===== src/xoshiro_pkg.sv =====
// ============================================================================
// xoshiro_pkg
// Shared command codes, datapath operation codes, constants and types of the
// xoshiro256** generator.
// ============================================================================
package xoshiro_pkg;

  localparam int unsigned CMD_W  = 3;
  localparam int unsigned WORD_W = 64;

  localparam logic [CMD_W-1:0] CMD_NEXT      = 3'd0;
  localparam logic [CMD_W-1:0] CMD_SEED64    = 3'd1;
  localparam logic [CMD_W-1:0] CMD_SEED256   = 3'd2;
  localparam logic [CMD_W-1:0] CMD_JUMP      = 3'd3;
  localparam logic [CMD_W-1:0] CMD_LONG_JUMP = 3'd4;

  localparam logic [3:0] OP_IDLE      = 4'd0;
  localparam logic [3:0] OP_NEXT      = 4'd1;
  localparam logic [3:0] OP_LOAD4     = 4'd2;
  localparam logic [3:0] OP_CTR_LOAD  = 4'd3;
  localparam logic [3:0] OP_MIX_INIT  = 4'd4;
  localparam logic [3:0] OP_MUL       = 4'd5;
  localparam logic [3:0] OP_MIX_MID   = 4'd6;
  localparam logic [3:0] OP_MIX_STORE = 4'd7;
  localparam logic [3:0] OP_LEAP_CLR  = 4'd8;
  localparam logic [3:0] OP_LEAP_STEP = 4'd9;
  localparam logic [3:0] OP_LEAP_END  = 4'd10;

  localparam logic [1:0] MUL_LAST  = 2'd3;
  localparam logic [1:0] WORD_LAST = 2'd3;
  localparam logic [7:0] LEAP_LAST = 8'hff;

  localparam logic [WORD_W-1:0] MIX_GOLDEN = 64'h9e3779b97f4a7c15;
  localparam logic [WORD_W-1:0] MIX_C1     = 64'hbf58476d1ce4e5b9;
  localparam logic [WORD_W-1:0] MIX_C2     = 64'h94d049bb133111eb;
  localparam int unsigned       STATE_ROT  = 45;

  localparam logic [4*WORD_W-1:0] JUMP_MASK = {
    64'h39abdc4529b1661c, 64'ha9582618e03fc9aa,
    64'hd5a61266f0c9392c, 64'h180ec6d33cfd0aba
  };
  localparam logic [4*WORD_W-1:0] LONG_JUMP_MASK = {
    64'h39109bb02acbe635, 64'h77710069854ee241,
    64'hc5004e441c522fb3, 64'h76e15d3efefdcbbf
  };

  typedef logic [3:0][WORD_W-1:0] xo_state_t;

  typedef struct packed {
    logic [3:0] op;
    logic [1:0] word;
    logic [1:0] phase;
    logic       csel;
    logic       leap_long;
    logic [7:0] leap_idx;
    logic       load_out;
    logic       status;
  } xo_cmd_t;

  function automatic logic leap_mask_bit(input logic long_jump, input logic [7:0] idx);
    logic [4*WORD_W-1:0] m;
    m = long_jump ? LONG_JUMP_MASK : JUMP_MASK;
    return m[idx];
  endfunction

endpackage


===== src/xoshiro_dp.sv =====
// ============================================================================
// xoshiro_dp
// Datapath: generator state, output scrambler, splitmix seeding unit with a
// shared 32x32 multiplier, jump accumulator and the result register.
// ============================================================================
module xoshiro_dp (
  input  logic                 clk,
  input  logic                 rst_n,
  input  xoshiro_pkg::xo_cmd_t cmd,
  input  logic [63:0]          seed_a,
  input  logic [63:0]          seed_b,
  input  logic [63:0]          seed_c,
  input  logic [63:0]          seed_d,
  output logic                 seed_zero,
  output logic [63:0]          out_value,
  output logic                 out_status
);

  xoshiro_pkg::xo_state_t st_r, st_nxt, adv, jacc_r, jacc_nxt;
  logic [63:0] ctr_r, ctr_nxt, x_r, x_nxt, acc_r, acc_nxt, prod_r, prod_nxt;
  logic [63:0] out_value_r, out_value_nxt;
  logic        out_status_r, out_status_nxt;
  logic [63:0] s1_x5, s1_rot, scram;
  logic [63:0] s2a, s3a, s1a, s0a, s3r;
  logic [63:0] ctr_sum, mix_x, coef, mul_p, pp;
  logic [31:0] mul_a, mul_b;

  assign seed_zero = ~|{seed_a, seed_b, seed_c, seed_d};

  always_comb begin
    s2a    = st_r[2] ^ st_r[0];
    s3a    = st_r[3] ^ st_r[1];
    s1a    = st_r[1] ^ s2a;
    s0a    = st_r[0] ^ s3a;
    s3r    = (s3a << xoshiro_pkg::STATE_ROT) | (s3a >> (64 - xoshiro_pkg::STATE_ROT));
    adv[0] = s0a;
    adv[1] = s1a;
    adv[2] = s2a ^ (st_r[1] << 17);
    adv[3] = s3r;
    s1_x5  = st_r[1] + (st_r[1] << 2);
    s1_rot = (s1_x5 << 7) | (s1_x5 >> 57);
    scram  = s1_rot + (s1_rot << 3);
  end

  assign ctr_sum = ctr_r + xoshiro_pkg::MIX_GOLDEN;
  assign mix_x   = ctr_sum ^ (ctr_sum >> 30);
  assign coef    = cmd.csel ? xoshiro_pkg::MIX_C2 : xoshiro_pkg::MIX_C1;
  assign mul_a   = (cmd.phase == 2'd2) ? x_r[63:32] : x_r[31:0];
  assign mul_b   = (cmd.phase == 2'd1) ? coef[63:32] : coef[31:0];
  assign mul_p   = {32'b0, mul_a} * {32'b0, mul_b};
  assign pp      = (cmd.phase == 2'd0) ? mul_p : {mul_p[31:0], 32'b0};

  always_comb begin
    st_nxt         = st_r;
    jacc_nxt       = jacc_r;
    ctr_nxt        = ctr_r;
    x_nxt          = x_r;
    acc_nxt        = acc_r;
    prod_nxt       = prod_r;
    out_value_nxt  = out_value_r;
    out_status_nxt = out_status_r;
    case (cmd.op)
      xoshiro_pkg::OP_NEXT: begin
        st_nxt = adv;
      end
      xoshiro_pkg::OP_LOAD4: begin
        st_nxt = {seed_d, seed_c, seed_b, seed_a};
      end
      xoshiro_pkg::OP_CTR_LOAD: begin
        ctr_nxt = seed_a;
      end
      xoshiro_pkg::OP_MIX_INIT: begin
        ctr_nxt = ctr_sum;
        x_nxt   = mix_x;
        acc_nxt = '0;
      end
      xoshiro_pkg::OP_MUL: begin
        if (cmd.phase != xoshiro_pkg::MUL_LAST) begin
          prod_nxt = pp;
        end
        if (cmd.phase != 2'd0) begin
          acc_nxt = acc_r + prod_r;
        end
      end
      xoshiro_pkg::OP_MIX_MID: begin
        x_nxt   = acc_r ^ (acc_r >> 27);
        acc_nxt = '0;
      end
      xoshiro_pkg::OP_MIX_STORE: begin
        st_nxt[cmd.word] = acc_r ^ (acc_r >> 31);
      end
      xoshiro_pkg::OP_LEAP_CLR: begin
        jacc_nxt = '0;
      end
      xoshiro_pkg::OP_LEAP_STEP: begin
        if (xoshiro_pkg::leap_mask_bit(cmd.leap_long, cmd.leap_idx)) begin
          jacc_nxt = jacc_r ^ st_r;
        end
        st_nxt = adv;
      end
      xoshiro_pkg::OP_LEAP_END: begin
        st_nxt = jacc_r;
      end
      default: begin
      end
    endcase
    if (cmd.load_out) begin
      out_value_nxt  = (cmd.op == xoshiro_pkg::OP_NEXT) ? scram : 64'd0;
      out_status_nxt = cmd.status;
    end
  end

  always_ff @(posedge clk) begin
    if (!rst_n) begin
      st_r <= '0;
    end else begin
      st_r <= st_nxt;
    end
  end

  always_ff @(posedge clk) begin
    jacc_r       <= jacc_nxt;
    ctr_r        <= ctr_nxt;
    x_r          <= x_nxt;
    acc_r        <= acc_nxt;
    prod_r       <= prod_nxt;
    out_value_r  <= out_value_nxt;
    out_status_r <= out_status_nxt;
  end

  assign out_value  = out_value_r;
  assign out_status = out_status_r;

endmodule


===== src/xoshiro_ctrl.sv =====
// ============================================================================
// xoshiro_ctrl
// Controller: accepts commands, sequences seeding and jumps, and owns the
// handshake of both channels.
// ============================================================================
module xoshiro_ctrl (
  input  logic                 clk,
  input  logic                 rst_n,
  input  logic                 in_tvalid,
  input  logic [2:0]           in_cmd,
  input  logic                 seed_zero,
  input  logic                 out_tready,
  output logic                 in_tready,
  output logic                 out_tvalid,
  output xoshiro_pkg::xo_cmd_t dp_cmd
);

  localparam logic [2:0] ST_IDLE      = 3'd0;
  localparam logic [2:0] ST_MIX_INIT  = 3'd1;
  localparam logic [2:0] ST_MIX_MUL1  = 3'd2;
  localparam logic [2:0] ST_MIX_MID   = 3'd3;
  localparam logic [2:0] ST_MIX_MUL2  = 3'd4;
  localparam logic [2:0] ST_MIX_STORE = 3'd5;
  localparam logic [2:0] ST_LEAP      = 3'd6;
  localparam logic [2:0] ST_LEAP_END  = 3'd7;

  logic [2:0] state_r, state_nxt;
  logic [1:0] word_r, word_nxt, phase_r, phase_nxt;
  logic [7:0] step_r, step_nxt;
  logic       long_r, long_nxt;
  logic       out_valid_r, out_valid_nxt;
  logic       in_fire;

  assign in_tready = (state_r == ST_IDLE) && (!out_valid_r || out_tready);
  assign in_fire   = in_tvalid && in_tready;

  always_comb begin
    state_nxt        = state_r;
    word_nxt         = word_r;
    phase_nxt        = phase_r;
    step_nxt         = step_r;
    long_nxt         = long_r;
    dp_cmd.op        = xoshiro_pkg::OP_IDLE;
    dp_cmd.word      = word_r;
    dp_cmd.phase     = phase_r;
    dp_cmd.csel      = 1'b0;
    dp_cmd.leap_long = long_r;
    dp_cmd.leap_idx  = step_r;
    dp_cmd.load_out  = 1'b0;
    dp_cmd.status    = 1'b0;
    case (state_r)
      ST_IDLE: begin
        if (in_fire) begin
          case (in_cmd)
            xoshiro_pkg::CMD_NEXT: begin
              dp_cmd.op       = xoshiro_pkg::OP_NEXT;
              dp_cmd.load_out = 1'b1;
            end
            xoshiro_pkg::CMD_SEED64: begin
              dp_cmd.op = xoshiro_pkg::OP_CTR_LOAD;
              word_nxt  = 2'd0;
              state_nxt = ST_MIX_INIT;
            end
            xoshiro_pkg::CMD_SEED256: begin
              dp_cmd.op       = seed_zero ? xoshiro_pkg::OP_IDLE : xoshiro_pkg::OP_LOAD4;
              dp_cmd.load_out = 1'b1;
              dp_cmd.status   = seed_zero;
            end
            xoshiro_pkg::CMD_JUMP, xoshiro_pkg::CMD_LONG_JUMP: begin
              dp_cmd.op = xoshiro_pkg::OP_LEAP_CLR;
              long_nxt  = (in_cmd == xoshiro_pkg::CMD_LONG_JUMP);
              step_nxt  = 8'd0;
              state_nxt = ST_LEAP;
            end
            default: begin
              dp_cmd.load_out = 1'b1;
            end
          endcase
        end
      end
      ST_MIX_INIT: begin
        dp_cmd.op = xoshiro_pkg::OP_MIX_INIT;
        phase_nxt = 2'd0;
        state_nxt = ST_MIX_MUL1;
      end
      ST_MIX_MUL1: begin
        dp_cmd.op = xoshiro_pkg::OP_MUL;
        phase_nxt = phase_r + 2'd1;
        if (phase_r == xoshiro_pkg::MUL_LAST) begin
          state_nxt = ST_MIX_MID;
        end
      end
      ST_MIX_MID: begin
        dp_cmd.op = xoshiro_pkg::OP_MIX_MID;
        phase_nxt = 2'd0;
        state_nxt = ST_MIX_MUL2;
      end
      ST_MIX_MUL2: begin
        dp_cmd.op   = xoshiro_pkg::OP_MUL;
        dp_cmd.csel = 1'b1;
        phase_nxt   = phase_r + 2'd1;
        if (phase_r == xoshiro_pkg::MUL_LAST) begin
          state_nxt = ST_MIX_STORE;
        end
      end
      ST_MIX_STORE: begin
        dp_cmd.op = xoshiro_pkg::OP_MIX_STORE;
        if (word_r == xoshiro_pkg::WORD_LAST) begin
          dp_cmd.load_out = 1'b1;
          state_nxt       = ST_IDLE;
        end else begin
          word_nxt  = word_r + 2'd1;
          state_nxt = ST_MIX_INIT;
        end
      end
      ST_LEAP: begin
        dp_cmd.op = xoshiro_pkg::OP_LEAP_STEP;
        step_nxt  = step_r + 8'd1;
        if (step_r == xoshiro_pkg::LEAP_LAST) begin
          state_nxt = ST_LEAP_END;
        end
      end
      ST_LEAP_END: begin
        dp_cmd.op       = xoshiro_pkg::OP_LEAP_END;
        dp_cmd.load_out = 1'b1;
        state_nxt       = ST_IDLE;
      end
      default: begin
        state_nxt = ST_IDLE;
      end
    endcase
  end

  assign out_valid_nxt = dp_cmd.load_out || (out_valid_r && !out_tready);
  assign out_tvalid    = out_valid_r;

  always_ff @(posedge clk) begin
    if (!rst_n) begin
      state_r     <= ST_IDLE;
      word_r      <= 2'd0;
      phase_r     <= 2'd0;
      step_r      <= 8'd0;
      long_r      <= 1'b0;
      out_valid_r <= 1'b0;
    end else begin
      state_r     <= state_nxt;
      word_r      <= word_nxt;
      phase_r     <= phase_nxt;
      step_r      <= step_nxt;
      long_r      <= long_nxt;
      out_valid_r <= out_valid_nxt;
    end
  end

  a_busy_done_out_free: assert property (@(posedge clk) disable iff (!rst_n)
    (state_r == ST_LEAP_END || (state_r == ST_MIX_STORE && word_r == xoshiro_pkg::WORD_LAST))
      |-> !out_valid_r)
    else $error("busy command finished while a result was still pending");

  a_jump_enters_leap: assert property (@(posedge clk) disable iff (!rst_n)
    in_fire && (in_cmd == xoshiro_pkg::CMD_JUMP || in_cmd == xoshiro_pkg::CMD_LONG_JUMP)
      |=> state_r == ST_LEAP && step_r == 8'd0)
    else $error("jump command did not start the leap sequence");

  a_next_gives_result: assert property (@(posedge clk) disable iff (!rst_n)
    in_fire && in_cmd == xoshiro_pkg::CMD_NEXT |=> out_valid_r && state_r == ST_IDLE)
    else $error("next command did not produce a result in the following cycle");

  a_seed_done: assert property (@(posedge clk) disable iff (!rst_n)
    state_r == ST_MIX_STORE && word_r == xoshiro_pkg::WORD_LAST |=> out_valid_r && state_r == ST_IDLE)
    else $error("seeding did not end with a result");

endmodule


===== src/xoshiro256_star_star_prng_unit.sv =====
// ============================================================================
// xoshiro256_star_star_prng_unit
// xoshiro256** generator with one-word and four-word seeding and jump-ahead.
// ============================================================================
// Each transfer on the in_ channel carries a command and four seed words and
// yields exactly one transfer on the out_ channel, in order.
// Next: the scrambled value appears in the cycle after acceptance and the state
// advances; next commands stream at one per cycle, limited only by out_tready.
// Four-word seed: an all-zero seed returns status 1 and changes nothing.
// Unused command codes return zero with status 0.
// One-word seed: four splitmix64 rounds run on one shared 32x32 multiplier,
// each of a round's two multiplies summed from 32-bit partial products.
// Jump and long jump: one state step and one conditional accumulate per mask
// bit, 256 bits in all.
// The result register decouples the channels: a new command is accepted while
// a result waits, as long as that result is taken in the same cycle.
// Reset clears the state to zero; next then returns zero until seeded.
// ============================================================================
module xoshiro256_star_star_prng_unit (
  input  logic         clk,
  input  logic         rst_n,
  input  logic         in_tvalid,
  output logic         in_tready,
  input  logic [263:0] in_tdata,   // cmd[2:0], seed_a, seed_b, seed_c, seed_d, zero pad
  output logic         out_tvalid,
  input  logic         out_tready,
  output logic [71:0]  out_tdata   // random_value[63:0], status[64], zero pad
);

  xoshiro_pkg::xo_cmd_t dp_cmd;
  logic                 seed_zero;
  logic [63:0]          out_value;
  logic                 out_status;

  xoshiro_ctrl u_ctrl (
    .clk        (clk),
    .rst_n      (rst_n),
    .in_tvalid  (in_tvalid),
    .in_cmd     (in_tdata[2:0]),
    .seed_zero  (seed_zero),
    .out_tready (out_tready),
    .in_tready  (in_tready),
    .out_tvalid (out_tvalid),
    .dp_cmd     (dp_cmd)
  );

  xoshiro_dp u_dp (
    .clk        (clk),
    .rst_n      (rst_n),
    .cmd        (dp_cmd),
    .seed_a     (in_tdata[66:3]),
    .seed_b     (in_tdata[130:67]),
    .seed_c     (in_tdata[194:131]),
    .seed_d     (in_tdata[258:195]),
    .seed_zero  (seed_zero),
    .out_value  (out_value),
    .out_status (out_status)
  );

  assign out_tdata = {7'd0, out_status, out_value};

endmodule


===== config.mk =====
export PLATFORM = sky130hd
export DESIGN_NAME = xoshiro256_star_star_prng_unit
export DESIGN_NICKNAME = d
export VERILOG_FILES = /design/src/xoshiro_pkg.sv /design/src/xoshiro_dp.sv /design/src/xoshiro_ctrl.sv /design/src/xoshiro256_star_star_prng_unit.sv
export SDC_FILE = /design/constraint.sdc
export NUM_CORES = 2
export LEC_CHECK = 0
export BUFFER_PORTS_ARGS = -buffer_cell sky130_fd_sc_hd__buf_2
export CAP_MARGIN = 5
export CORE_UTILIZATION = 40
export CTS_CLUSTER_SIZE = 12
export DETAILED_ROUTE_END_ITERATION = 16
export GPL_TIMING_DRIVEN = 0
export PLACE_DENSITY = 0.61
export RECOVER_POWER = 100
export SKIP_CTS_REPAIR_TIMING = 1
export SLEW_MARGIN = 25
export SYNTH_ARGS = -nofsm -noshare
export SYNTH_HDL_FRONTEND = slang
export SYNTH_HIERARCHICAL = 1
export SYNTH_SLANG_ARGS = --single-unit

===== constraint.sdc =====
create_clock -name clk -period 28.7 [get_ports clk]
set_input_delay 4.305 -clock clk [delete_from_list [all_inputs] [get_ports clk]]
set_output_delay 4.305 -clock clk [all_outputs]
set_load 0.03 [all_outputs]

Word-level counts from Yosys, hierarchy flattened
Cells that the tools add are included.

$add $sub $neg: 7. $mul: 1. Magnitude comparators: 3. Equal/unequal tests: 37. Multiplexer cells: 42. Bitwise logic cells: 11. Reductions and logical operators: 36.

Operators with widths (number): case mux 256 bit (4 select lines) (1); case mux 256 bit (2 select lines) (1); case mux 64 bit (2 select lines) (3); XOR 64 bit (5); bitwise mux 256 bit (1); 2-to-1 mux 256 bit (1); OR reduction 256 bit (1); XOR 256 bit (1); 2-to-1 mux 248 bit (1); adder 64 bit (3); 2-to-1 mux 64 bit (3); demux 64 bit (select 2 bit) (1); adder 64 bit (second input constant) (1); multiplier 32 x 32 -> 64 bit (1); 2-to-1 mux 32 bit (2); bitwise OR 64 x 45 -> 64 bit (1); bitwise OR 64 x 7 -> 64 bit (1); XOR 64 x 33 -> 64 bit (1); XOR 64 x 34 -> 64 bit (1); XOR 64 x 37 -> 64 bit (1); 2-to-1 mux 62 bit (1); case mux 4 bit (7 select lines) (1); case mux 3 bit (8 select lines) (1); == test 4 x 3 -> 1 bit (second input constant) (4); other kinds (41) (99).

Bits in registers: 850. Bits of input ports: 268. Output and inout bits: 74. Logic and storage cells: 158.

Logic depth before layout (Yosys ltp)
Depth in word-level cells: 10. Depth in mapped cells: 41. Mapped depth without buffers: 36.

By module
The synthesis kept the hierarchy.

Modules (own cells, without submodules): xoshiro_dp (instances 1, cells each 9920, area each 87373.8 µm², seq. area each 22451.5 µm²); xoshiro_ctrl (instances 1, cells each 145, area each 1232.4 µm², seq. area each 340.3 µm²); xoshiro256_star_star_prng_unit (instances 1, cells each 9, area each 63.8 µm², seq. area each 0.0 µm²).

Worst setup path before layout
Ideal clock, no wire load.

Path type: input port to flip-flop. Start: input port in_tdata[128]. End: register u_dp/jacc_r[0] in the netlist's numbering (enable). Setup time: 1.252 ns. Arrival time: 24.262 ns. Required time: 27.448 ns. Slack: 3.187 ns. Stages on the path: 9. Path buffers: 1. Cell sequence: nor4_1 nand4_1 nor4_1 and4_1 nor3_1 a21oi_1 o41ai_1 clkbuf_1 a211oi_1.

RTL lines: start, declared (line xoshiro256_star_star_prng_unit.sv:24) `input logic [263:0] in_tdata,`; end signal, assigned (line xoshiro_dp.sv:122) `jacc_r <= jacc_nxt;`; end, declared (line xoshiro_dp.sv:19) `xoshiro_pkg::xo_state_t st_r, st_nxt, adv, jacc_r, jacc_nxt;`.

Worst setup path after layout
Start: register u_ctrl.phase_r[1]. End: register u_dp.prod_r[45] (data pin).

Word-level cells in the longest chain between the ends: 4. Elaborated cells between the ends (all ways): 7. Those cells by class: mul (1); eq/ne (2); mux (3); reduce/logical (1).

RTL lines: start, declared (line xoshiro_ctrl.sv:28) `logic [1:0] word_r, word_nxt, phase_r, phase_nxt;`; start signal, assigned (line xoshiro_ctrl.sv:148) `phase_r <= phase_nxt;`; == test 2 bit / == test 2 x 1 -> 1 bit (equally long branches) (line xoshiro_dp.sv:48, xoshiro_dp.sv:49); 2-to-1 mux 32 bit (on tied branches) (line xoshiro_dp.sv:48, xoshiro_dp.sv:49); multiplier 32 x 32 -> 64 bit (line xoshiro_dp.sv:50) `assign mul_p = {32'b0, mul_a} * {32'b0, mul_b};`; 2-to-1 mux 64 bit (*) (line xoshiro_dp.sv:51) `assign pp = (cmd.phase == 2'd0) ? mul_p : {mul_p[31:0], 32'b0};`; via u_dp.pp[45] (line xoshiro_dp.sv:25) `logic [63:0] ctr_sum, mix_x, coef, mul_p, pp;`; end signal, assigned (line xoshiro_dp.sv:126) `prod_r <= prod_nxt;`; end, declared (line xoshiro_dp.sv:20) `logic [63:0] ctr_r, ctr_nxt, x_r, x_nxt, acc_r, acc_nxt, prod_r, prod_nxt;`.

The timed path passes the listed nets; every way through them passes the cells marked *. A chain may end at the register's enable or synchronous reset.

==> tab_implementation.tex <==
\begin{tabular}{lr}
\hline
Metric & Value \\
\hline
\multicolumn{2}{l}{\textbf{Critical path}} \\
\quad Setup slack, reg-to-reg & 13.19 ns \\
\quad Critical path start-end classification & reg -> reg \\
\quad Worst R2R Path Depth & 32 \\
\quad Worst R2R End & u\_dp/prod\_r[45] \\
\quad Element type at the critical path start & flip-flop \\
\quad Termination of the worst setup path & u\_dp/prod\_r[45] \\
\quad Count of cell instances traversed by the critical path & 32 \\
\quad Critical path endpoint category & flip-flop \\
\quad Most common cell type on the critical path & sky130\_fd\_sc\_hd\_\_fa\_1 \\
\quad Cell at the slowest stage of the critical path & sky130\_fd\_sc\_hd\_\_xnor2\_1 \\
\quad Data arrival time of the worst path & $\sim$16 ns \\
\quad Launch point of the critical path & u\_ctrl/phase\_r[1] \\
\quad Reg-to-Reg Start & u\_ctrl/phase\_r[1] \\
\quad Bufs and invs on worst path & 10 \\
\quad CP Data Required Time & 29.04 ns \\
\quad Crit-path max cell delay & 1.15 ns \\
\quad Worst Path Max Fanout & 10 \\
\quad Critical path's top delay family & adder cells \\
\multicolumn{2}{l}{\textbf{Placement}} \\
\quad Final Wtd Congestion & 1.08 \\
\quad Count of input and output buffers & around 330 \\
\quad Placed wire-length estimate after detailed placement & 402000 µm \\
\multicolumn{2}{l}{\textbf{Logic synthesis}} \\
\quad Dominant cell type by area after synthesis & sky130\_fd\_sc\_hd\_\_edfxtp\_1 \\
\quad Post-synthesis area per instance & 8.80 µm² \\
\quad Synth area leaders & sky130\_fd\_sc\_hd\_\_edfxtp\_1, sky130\_fd\_sc\_hd\_\_fa\_1, sky130\_fd\_sc\_hd\_\_ha\_1 \\
\quad Warnings from Yosys & 6 \\
\quad Distinct cells, synth & 96 \\
\quad Synthesized flop and latch total & 850 \\
\quad Ys async rst share & 0\% \\
\quad Cell Area, Synth & 0.0887 mm² \\
\quad Yosys top cell area share & roughly 20\% \\
\quad Dominant synthesized flop cell & sky130\_fd\_sc\_hd\_\_edfxtp\_1 \\
\quad Proportion of synthesized chip area in sequential cells & 25.7\% \\
\quad Number of flops mapped to enable cells by yosys & 577 \\
\quad Number of instances in the synthesized netlist & 10100 \\
\multicolumn{2}{l}{\textbf{STA}} \\
\quad Worst slew pin tran & 2.84 ns \\
\quad Minimum period implied by the final worst setup slack & 15.51 ns \\
\quad Final-report setup violation count & 0 \\
\quad RSZ-0062 raised after global routing & no \\
\quad Setup\_tns & 0 ns \\
\quad Tcrit/Tclk final & 54.1\% \\
\quad Slew Limit Headroom & -89.2\% \\
\quad Fmax & 64.5 MHz \\
\quad Count of final max-slew check failures & between 200 and 250 \\
\quad Final hold violation count & 0 \\
\quad Post-Route Skew & 0.0427 ns \\
\multicolumn{2}{l}{\textbf{Finish}} \\
\quad Area Growth Syn to Fin & 10.9\% \\
\quad NumNets Final & $\sim$12000 \\
\quad Fraction of final layout cells with drive strength greater than 1 & 6.39\% \\
\quad FILL cells & 22100 \\
\multicolumn{2}{l}{\textbf{Clock network}} \\
\quad Clock Sink Count & 850 \\
\quad Number of buffers created by CTS & between 100 and 150 \\
\quad CTS root buf & sky130\_fd\_sc\_hd\_\_clkbuf\_16 \\
\quad Source-to-sink clock delay at the later pin of the worst-skew pair & approximately 0.77 ns \\
\quad Clock slew at reported path FFs & 0.06 ns \\
\quad H-tree depth & 3 \\
\quad TritonCTS clock tree & yes \\
\quad Maximum count of clock buffers along a single path & 3 \\
\multicolumn{2}{l}{\textbf{Worst hold path}} \\
\quad Hold depth & 2 \\
\quad Type of the tightest min-delay check & reg -> reg \\
\multicolumn{2}{l}{\textbf{Drt}} \\
\quad Post-DRT Antenna Nets & 0 \\
\quad Overall routed net length & approximately 480000 µm \\
\quad Average wire length per cell after detail routing & 35.4 µm \\
\quad Iter 0 DRT Violations & 13000 \\
\quad First-pass iteration count of the detailed router & 9 \\
\quad Via/cell ratio & 6.12 \\
\quad Post-route DRC violation count & 0 \\
\quad Total via count in the routed design & roughly 84000 \\
\multicolumn{2}{l}{\textbf{Outcome}} \\
\quad Violated checks & max-capacitance violations, max-slew violations \\
\quad Status & finished, violations left \\
\multicolumn{2}{l}{\textbf{Die}} \\
\quad Die ar. & 0.224 mm² \\
\quad Site row count & 172 \\
\quad Starting utilization of the core area & 40.3\% \\
\quad Horizontal die dimension & $\sim$470 µm \\
\quad Number of top-level design ports & 342 \\
\quad Die H & about 470 µm \\
\quad CORE AREA & $\sim$0.22 mm² \\
\multicolumn{2}{l}{\textbf{Run}} \\
\quad Maximum capacitance violations & 13 \\
\multicolumn{2}{l}{\textbf{Global routing}} \\
\quad GR Overflow Total & 0 \\
\quad Largest net degree at the start of global routing & 48 \\
\quad Met3 global-route usage & 16.3\% \\
\quad Busiest grt layer & met1 \\
\quad All-layer global routing usage & 42.3\% \\
\quad Met2 track demand over resource in global routing & 54.9\% \\
\quad Global-route met1 utilization & 61.9\% \\
\quad Global-route wire length before repair & 651000 µm \\
\quad Initial antenna violation count & 60 \\
\quad Vias in the first global route & 79500 \\
\hline
\end{tabular}
-- final cells by class --
cell class                 instances  area, µm²  area share (%)
antenna                           17       42.5          0.0433
buffer                           757       2980            3.03
clock buffer                     138       2860            2.91
clock inverter                    52        480           0.488
inverter                        1153       4330            4.40
multi-input combinational       7322      59100            60.1
sequential                       850      22800            23.2
tap                             2958       3700            3.76
timing repair buffer             403       2100            2.13
-- cells in the mapped netlist (213+ instances only) --
master / instances
sky130_fd_sc_hd__edfxtp_1: 577
sky130_fd_sc_hd__dfxtp_1: 273
sky130_fd_sc_hd__ha_1: 548
sky130_fd_sc_hd__fa_1: 806
sky130_fd_sc_hd__inv_1: 1142
sky130_fd_sc_hd__o21ai_0: 614
sky130_fd_sc_hd__xnor2_1: 638
sky130_fd_sc_hd__clkbuf_1: 620
sky130_fd_sc_hd__nor3_1: 213
sky130_fd_sc_hd__xor2_1: 355
sky130_fd_sc_hd__nor2_1: 806
sky130_fd_sc_hd__a21oi_1: 645
sky130_fd_sc_hd__nand2_1: 1058
-- metal layers --
metal	routed length (µm)	up-vias	share of wire (%)
met5	558	-	0.12
met4	21400	38	4.4
met3	68700	884	14
met2	181000	5533	37
met1	211000	42300	44
li1	-	34800	-
-- worst min-delay path by stage --
stage                startpoint               end  slack [ns]
2_1_floorplan  u_ctrl/step_r[3]  u_ctrl/step_r[3]        0.49
3_3_place_gp   u_ctrl/step_r[3]  u_ctrl/step_r[3]        0.52
4_1_cts        u_ctrl/step_r[3]  u_ctrl/step_r[3]        0.55
3_5_place_dp   u_ctrl/step_r[3]  u_ctrl/step_r[3]        0.54
5_1_grt        u_ctrl/step_r[3]  u_ctrl/step_r[3]        0.60
6_report       u_ctrl/step_r[3]  u_ctrl/step_r[3]        0.55
-- registers in the layout, summed over array words and instances (netlist names) --
| register | count |
|---|---|
| u_dp/jacc_r | 256 |
| u_dp/st_r | 256 |
| u_dp/acc_r | 64 |
| u_dp/ctr_r | 64 |
| u_dp/out_value | 64 |
| u_dp/prod_r | 64 |
| u_dp/x_r | 64 |
| u_ctrl/step_r | 8 |
| u_ctrl/state_r | 3 |
| u_ctrl/phase_r | 2 |
| u_ctrl/word_r | 2 |
| u_ctrl/long_r | 1 |
| u_ctrl/out_tvalid | 1 |
| u_dp/out_status | 1 |
-- cell usage in the layout (no fill, tap or decap), types with 84 or more instances in the layout --
cell	n
sky130_fd_sc_hd__clkbuf_16	105
sky130_fd_sc_hd__o21ai_0	614
sky130_fd_sc_hd__buf_1	99
sky130_fd_sc_hd__a21oi_1	645
sky130_fd_sc_hd__nand4_1	86
sky130_fd_sc_hd__clkbuf_1	709
sky130_fd_sc_hd__nor3_1	210
sky130_fd_sc_hd__dfxtp_1	273
sky130_fd_sc_hd__ha_1	548
sky130_fd_sc_hd__o221ai_1	85
sky130_fd_sc_hd__mux2i_1	95
sky130_fd_sc_hd__fa_1	806
sky130_fd_sc_hd__inv_1	1143
sky130_fd_sc_hd__a21o_1	164
sky130_fd_sc_hd__a221oi_1	140
sky130_fd_sc_hd__o21a_1	84
sky130_fd_sc_hd__buf_2	266
sky130_fd_sc_hd__xnor2_1	609
sky130_fd_sc_hd__nand2_1	1058
sky130_fd_sc_hd__edfxtp_1	577
sky130_fd_sc_hd__nor2_1	803
sky130_fd_sc_hd__xor2_1	340
-- logic make-up (layout without fill, tap and decap cells) --
group           count (synthesis)  count (layout)  synth area share [%]
fa+ha+maj                    1355            1355                  25.9
flops                         850             850                  25.7
simple gates                 2659            2659                  13.2
xor+xnor                      996             996                  9.88
other cells                     3              28                0.0127
mux                           137             137                  1.62
compound gates               2164            2164                  15.4
buf+inv                      1910            2503                  8.17
-- through the flow --
stage	instance area, µm²	hold slack, ns	setup slack (ns)	cells	util [%]
finish	98400	0.553	13.19	13700	44.7
global route	98300	0.601	13.51	13600	44.7
CTS	98900	0.552	14.91	13600	45.0
detailed placement	95600	0.542	14.97	13400	43.4
global placement	94000	0.525	-16.14	13400	42.8
floorplan	88700	0.488	3.19	10100	-
-- worst reg2reg max path: cells and delay by family, from the launching register on --
family	cells	cell delay, ns
fa+ha+maj	9	3.70
compound gates	8	3.53
simple gates	3	1.85
flops	1	0.77
mux	1	0.73
buf+inv	10	3.37
xor+xnor	1	1.15
Power is left out: the tool's default activity adds up to more than one toggle a clock period on the data nets, which glitch-free logic cannot reach.
